File: src/rtl/ilp_pkg.sv
// Shared types and constants for the integer literal parser.
package ilp_pkg;

    localparam int unsigned MAX_CHARS = 8;
    localparam logic [31:0] MAG_LIMIT = 32'd99999999;

    localparam logic [7:0] CH_0     = 8'h30;
    localparam logic [7:0] CH_1     = 8'h31;
    localparam logic [7:0] CH_9     = 8'h39;
    localparam logic [7:0] CH_LA    = 8'h61;
    localparam logic [7:0] CH_LF    = 8'h66;
    localparam logic [7:0] CH_UA    = 8'h41;
    localparam logic [7:0] CH_UF    = 8'h46;
    localparam logic [7:0] CH_LX    = 8'h78;
    localparam logic [7:0] CH_UX    = 8'h58;
    localparam logic [7:0] CH_LB    = 8'h62;
    localparam logic [7:0] CH_UB    = 8'h42;
    localparam logic [7:0] CH_PLUS  = 8'h2B;
    localparam logic [7:0] CH_MINUS = 8'h2D;

    typedef enum logic [2:0] {
        PH_START,
        PH_SIGNED,
        PH_ZERO,
        PH_DEC,
        PH_HEX,
        PH_BIN
    } phase_t;

    typedef enum logic [1:0] {
        BASE_DEC,
        BASE_HEX,
        BASE_BIN
    } base_t;

    typedef enum logic [1:0] {
        MUL_2,
        MUL_10,
        MUL_16
    } mul_t;

    typedef struct packed {
        logic [7:0] ch;
        logic       last;
    } in_item_t;

    typedef struct packed {
        logic signed [27:0] value;
        logic               valid_res;
        base_t              base;
    } out_item_t;

    typedef struct packed {
        phase_t      phase;
        logic        negative;
        logic [26:0] acc;
        base_t       radix;
        logic [3:0]  count;
        logic        bad;
    } tok_state_t;

    localparam tok_state_t TOK_CLEAR = '{
        phase:    PH_START,
        negative: 1'b0,
        acc:      27'd0,
        radix:    BASE_DEC,
        count:    4'd0,
        bad:      1'b0
    };

endpackage

File: src/rtl/ilp_step.sv
// Per-character token update and result formation for the integer literal parser.
module ilp_step
    import ilp_pkg::*;
(
    input  tok_state_t state,
    input  in_item_t   item,
    output tok_state_t state_next,
    output out_item_t  res
);

    always_comb
    begin
        tok_state_t  st;
        logic        is_dec;
        logic        is_lhex;
        logic        is_uhex;
        logic        do_add;
        mul_t        mul_sel;
        logic [7:0]  dbyte;
        logic [3:0]  dval;
        logic [31:0] wide_acc;
        logic [31:0] prod;
        logic [31:0] sum;
        logic        ok;
        logic [27:0] mag;
        logic [27:0] sval;

        st      = state;
        do_add  = 1'b0;
        mul_sel = MUL_10;

        is_dec  = (item.ch >= CH_0) && (item.ch <= CH_9);
        is_lhex = (item.ch >= CH_LA) && (item.ch <= CH_LF);
        is_uhex = (item.ch >= CH_UA) && (item.ch <= CH_UF);
        if (is_lhex)
        begin
            dbyte = item.ch - CH_LA + 8'd10;
        end
        else if (is_uhex)
        begin
            dbyte = item.ch - CH_UA + 8'd10;
        end
        else
        begin
            dbyte = item.ch - CH_0;
        end
        dval = dbyte[3:0];

        if (st.count != 4'd15)
        begin
            st.count = st.count + 4'd1;
        end
        if (st.count > 4'(MAX_CHARS))
        begin
            st.bad = 1'b1;
        end

        if (!st.bad)
        begin
            case (st.phase)
                PH_START,
                PH_SIGNED:
                begin
                    if ((st.phase == PH_START) &&
                        ((item.ch == CH_PLUS) || (item.ch == CH_MINUS)))
                    begin
                        st.negative = (item.ch == CH_MINUS);
                        st.phase    = PH_SIGNED;
                    end
                    else if (item.ch == CH_0)
                    begin
                        st.phase = PH_ZERO;
                    end
                    else if (is_dec)
                    begin
                        st.acc   = {23'd0, dval};
                        st.phase = PH_DEC;
                    end
                    else
                    begin
                        st.bad = 1'b1;
                    end
                end
                PH_ZERO:
                begin
                    if ((item.ch == CH_LX) || (item.ch == CH_UX))
                    begin
                        st.radix = BASE_HEX;
                        st.phase = PH_HEX;
                    end
                    else if ((item.ch == CH_LB) || (item.ch == CH_UB))
                    begin
                        st.radix = BASE_BIN;
                        st.phase = PH_BIN;
                    end
                    else if (is_dec)
                    begin
                        do_add   = 1'b1;
                        mul_sel  = MUL_10;
                        st.phase = PH_DEC;
                    end
                    else
                    begin
                        st.bad = 1'b1;
                    end
                end
                PH_DEC:
                begin
                    do_add  = is_dec;
                    mul_sel = MUL_10;
                    st.bad  = !is_dec;
                end
                PH_HEX:
                begin
                    do_add  = is_dec || is_lhex || is_uhex;
                    mul_sel = MUL_16;
                    st.bad  = !(is_dec || is_lhex || is_uhex);
                end
                PH_BIN:
                begin
                    do_add  = (item.ch == CH_0) || (item.ch == CH_1);
                    mul_sel = MUL_2;
                    st.bad  = !do_add;
                end
                default:
                begin
                    st.bad = 1'b1;
                end
            endcase
        end

        wide_acc = {5'd0, state.acc};
        case (mul_sel)
            MUL_2:   prod = wide_acc << 1;
            MUL_16:  prod = wide_acc << 4;
            default: prod = (wide_acc << 3) + (wide_acc << 1);
        endcase
        sum = prod + {28'd0, dval};

        if (do_add)
        begin
            if (sum > MAG_LIMIT)
            begin
                st.bad = 1'b1;
            end
            else
            begin
                st.acc = sum[26:0];
            end
        end

        ok = !st.bad && ((st.phase == PH_ZERO) || (st.phase == PH_DEC) ||
                         (st.phase == PH_HEX) || (st.phase == PH_BIN));
        mag  = {1'b0, st.acc};
        sval = st.negative ? (28'd0 - mag) : mag;

        res.valid_res = ok;
        res.value     = ok ? $signed(sval) : 28'sd0;
        res.base      = ok ? st.radix : BASE_DEC;

        state_next = item.last ? TOK_CLEAR : st;
    end

endmodule

File: src/rtl/integer_literal_parser_unit.sv
// Top level of the integer literal parser: token state and output buffering.
// A result is registered into a result entry when its last character is accepted.
// Throughput: one character item per cycle while item_stall is low; the token update is combinational.
// A two-entry result buffer lets input continue while one result waits to be taken.
// item_stall rises only when both result entries are full.
// Reset clears the token state and both result entries.
module integer_literal_parser_unit
    import ilp_pkg::*;
(
    input  logic      clk,
    input  logic      rst_n,
    input  logic      item_valid,
    output logic      item_stall,
    input  in_item_t  item,
    output logic      result_valid,
    input  logic      result_stall,
    output out_item_t result
);

    tok_state_t state_reg;
    tok_state_t state_next;
    out_item_t  step_res;
    out_item_t  out_reg;
    out_item_t  skid_reg;
    logic       out_valid_reg;
    logic       skid_valid_reg;
    logic       accept;
    logic       push;
    logic       take;

    ilp_step u_step (
        .state      (state_reg),
        .item       (item),
        .state_next (state_next),
        .res        (step_res)
    );

    assign item_stall   = skid_valid_reg;
    assign accept       = item_valid && !skid_valid_reg;
    assign push         = accept && item.last;
    assign take         = out_valid_reg && !result_stall;
    assign result_valid = out_valid_reg;
    assign result       = out_reg;

    always_ff @(posedge clk or negedge rst_n)
    begin
        if (!rst_n)
        begin
            state_reg <= TOK_CLEAR;
        end
        else if (accept)
        begin
            state_reg <= state_next;
        end
    end

    always_ff @(posedge clk or negedge rst_n)
    begin
        if (!rst_n)
        begin
            out_valid_reg  <= 1'b0;
            skid_valid_reg <= 1'b0;
        end
        else if (skid_valid_reg)
        begin
            if (take)
            begin
                skid_valid_reg <= 1'b0;
            end
        end
        else if (push)
        begin
            if (out_valid_reg && !take)
            begin
                skid_valid_reg <= 1'b1;
            end
            else
            begin
                out_valid_reg <= 1'b1;
            end
        end
        else if (take)
        begin
            out_valid_reg <= 1'b0;
        end
    end

    always_ff @(posedge clk)
    begin
        if (skid_valid_reg)
        begin
            if (take)
            begin
                out_reg <= skid_reg;
            end
        end
        else if (push)
        begin
            if (out_valid_reg && !take)
            begin
                skid_reg <= step_res;
            end
            else
            begin
                out_reg <= step_res;
            end
        end
    end

endmodule

File: config.mk
export PLATFORM = sky130hd
export DESIGN_NAME = integer_literal_parser_unit
export DESIGN_NICKNAME = d
export VERILOG_FILES = /design/src/rtl/ilp_pkg.sv /design/src/rtl/ilp_step.sv /design/src/rtl/integer_literal_parser_unit.sv
export SDC_FILE = /design/constraint.sdc
export NUM_CORES = 1
export LEC_CHECK = 0
export ABC_AREA = 0
export BUFFER_PORTS_ARGS = -buffer_cell sky130_fd_sc_hd__buf_2
export CELL_PAD_IN_SITES_DETAIL_PLACEMENT = 1
export CELL_PAD_IN_SITES_GLOBAL_PLACEMENT = 2
export CORE_ASPECT_RATIO = 0.8
export CORE_UTILIZATION = 30
export CTS_BUF_LIST = sky130_fd_sc_hd__clkbuf_8
export DETAILED_ROUTE_END_ITERATION = 16
export GPL_ROUTABILITY_DRIVEN = 0
export PLACE_DENSITY = 0.63
export SLEW_MARGIN = 30
export SYNTH_ARGS = -nofsm -noshare
export SYNTH_HDL_FRONTEND = slang
export SYNTH_SLANG_ARGS = --single-unit
File: constraint.sdc
create_clock -name clk -period 15.75 [get_ports clk]
set_input_delay 1.575 -clock clk [delete_from_list [all_inputs] [get_ports clk]]
set_output_delay 1.575 -clock clk [all_outputs]
set_load 0.02 [all_outputs]
==> reports/summary.txt <==
Critical Path End Type - flip-flop
Type of origin of the critical path - input port
Inst Count DP - 1476
NumNets Final - 1130
Setup repair after global routing missed its margin - false
Global-route wire length before repair - 48.5 mm
Fin cells - 1492
CP startpoint - item[1]
Cell Area, Synth - 9060 um2
Root Buffer - clkbuf_8
Leak - 3.77 nW
Crit path required time - 15.91 ns
Max reg flops - 38
Vias in the first global route - 8239
Switch share - 0.376
Outcome - complete, no violations
Seq/Total Area, Yosys - 0.316
Clock transition at path regs - 0.11 ns
Mapped Nets - 1121
Worst R2R Start - state_reg[1]$_DFFE_PN0P_
I/O Buffers - 45
DIE WIDTH - 196 um
Sink Count - 102
Slew at the pin closest to its max-slew limit - 0.828 ns
Largest net degree at the start of global routing - 72
GRT Util Overall - 0.201
Max-Cap Viols - 0
P_sw - 263 uW
Internal - 437 uW
Antenna diodes - 0
Comb pwr share - 0.271
Number of synthesized flops with an enable pin - 62
Peak supply drop - 0.0000400 V
Synth Flop Type - edfxtp_1
Die Area - 30900 um2
Area grow syn2layout - 9.15%
Post-Route WL - 30.5 mm
Post-route clock skew - 0.0183 ns
Post-DP HPWL - 22.7 mm
Core ar. - 29500 um2
Fmax achieved - 119 MHz
CTS tree - built
Clock network fraction of design power - 0.247
Critical path arrival - 8.54 ns
Starting Density - 0.307
Clk buf depth - 2
Number of H-tree levels - 3
DR iter-0 viols - 402
FF+latch count, synth - 102
DRT antenna net count - 0
Number of unique standard cell types used by synthesis - 91
Pwr Density - 70.8 nW/um2
Most common cell after layout, fill and taps aside - nand2_1
Final worst-path cycle share - 0.533
Setup bufs post-CTS - 0
Die Span Y - 157 um
Most used cells in the layout excluding fill and tap cells - 129 x nand2_1, 107 x nor2_1, 64 x a21oi_1, 64 x o21ai_0, 62 x edfxtp_1
Largest fanout on the critical path - 10
# IOs - 46
Syn Area/Cell - 8.46 um2
TritonCTS Buffers - 9
Avg WL per Cell - 20.4 um
Total gr overflow - 0
Row Count - 56
Minimum clock period - 8.39 ns
Slew headroom - 0.448
Hold path startpoint - state_reg[5]$_DFFE_PN0P_
Initial antenna violation count - 0
CTS resizes - 0
Hold Vio Cnt, Final - 0
Max-slew violations - 0
Yosys warns - 0
Crit Path Category - input port to flip-flop
Register share of total power - 0.482
DRT Pass-1 Iters - 5
Final setup violation count - 0
Skew-Pair Late Insertion Delay - 0.41 ns
Layout cell share with drive strength beyond 1 - 0.123
TNS Setup - 0 ns
Hold WC Path Type - flip-flop to flip-flop
Vias - 8288
Detailed-route DRC error count - 0
Cells after synthesis - 1072
Via density - 5.55
CTS Hold Bufs - 0
Ys async rst share - 0.392
## power by group through the flow
stage | sequential, mW | clock, mW | combinational, mW
4_1_cts | 0.338 | 0.181 | 0.191
3_5_place_dp | 0.344 | 0 | 0.190
2_1_floorplan | 0.353 | 0 | 0.109
6_report | 0.338 | 0.173 | 0.190
3_3_place_gp | 0.344 | 0 | 0.184
5_1_grt | 0.343 | 0.187 | 0.209
## path summary, 6_finish.rpt
path | cells after the start | slack, ns | end
setup / recovery | 28 | 7.36 | result[27]$_DFFE_PP_
hold / removal | 2 | 0.50 | state_reg[5]$_DFFE_PN0P_
setup reg to reg | 27 | 7.45 | result[27]$_DFFE_PP_
hold reg to reg | 2 | 0.50 | state_reg[5]$_DFFE_PN0P_
max in group asynchronous | 2 | 14.07 | state_reg[26]$_DFFE_PN0P_
min in group asynchronous | 2 | 1.22 | state_reg[3]$_DFFE_PN0P_
## logic make-up (layout without fill, tap and decap cells)
family / count (synthesis) / after routing / share of synthesized area
DFF: 102 / 102 / 0.316
buffers and inverters: 80 / 94 / 0.0396
muxes: 56 / 56 / 0.0645
xor gates and xnor gates: 62 / 62 / 0.0599
adders and majority gates: 37 / 37 / 0.0525
AOI/OAI and AO/OA: 326 / 326 / 0.244
and+or+nand+nor: 409 / 409 / 0.223
## critical path: stages
cell       delay, ns
buf_2           0.12
inv_1           0.09
ha_1            0.27
nand3b_1        0.10
and4b_1         0.36
nand2_1         0.11
xnor2_1         0.33
fa_1            0.29
a21oi_1         0.14
nor4_2          0.51
nand2_2         0.25
nor4_4          0.49
nand4_1         0.25
a2111oi_0       0.34
o211a_1         0.26
o2111ai_4       0.22
nand2_1         0.18
mux2i_1         0.35
ha_1            0.31
nor2b_1         0.26
nand4_1         0.18
nand3b_1        0.24
nand3b_1        0.25
nand4b_1        0.20
mux2_4          0.33
o31ai_2         0.27
xnor2_1         0.17
o21ai_1         0.09
## cells in the mapped netlist, types with 10 or more instances
cell type | number | area, um2
o21ai_1 | 32 | 160
ha_1 | 34 | 425
nor4_1 | 13 | 81.3
clkbuf_1 | 46 | 173
a22o_1 | 17 | 149
nand4_1 | 11 | 68.8
a31oi_1 | 18 | 113
o21ai_0 | 64 | 320
edfxtp_1 | 62 | 1860
nand2b_1 | 18 | 113
inv_1 | 18 | 67.6
mux2i_1 | 40 | 400
o211ai_1 | 10 | 75.1
a21o_1 | 11 | 82.6
a211oi_1 | 10 | 75.1
nor2_1 | 108 | 405
or3_1 | 11 | 68.8
xnor2_1 | 33 | 289
a21oi_1 | 64 | 320
mux2_2 | 12 | 135
nor3_1 | 17 | 85.1
nand2_1 | 129 | 484
nand3_1 | 34 | 170
xor2_1 | 29 | 254
and2_1 | 14 | 87.6
o31ai_1 | 11 | 82.6
dfrtp_1 | 40 | 1000
## stage by stage
step	area, um2	worst slack, ns	hold WS, ns	util	power (mW)
6_report	9890	7.36	0.496	0.335	0.700
5_1_grt	9890	6.60	0.547	0.335	0.738
4_1_cts	9870	7.34	0.498	0.335	0.709
3_5_place_dp	9680	6.93	0.473	0.328	0.533
3_3_place_gp	9630	7.14	0.471	0.327	0.528
2_1_floorplan	9060	7.79	0.450	-	0.462
## layer usage
layer | wire, um | global-route usage
met5 | 0 | 0
met1 | 15500 | 0.284
met3 | 761 | 0.0264
met4 | 335 | 0.0413
met2 | 13900 | 0.327
## layout make-up
type,count,area [um2]
Inverter,18,67.6
Tap cell,406,508
Timing Repair Buffer,60,353
Fill cell,3515,19600
Clock inverter,6,52.6
Sequential cell,102,2860
Clock buffer,10,138
Multi-Input combinational cell,890,5910
Note: power is estimated with default switching activity, not from simulation.
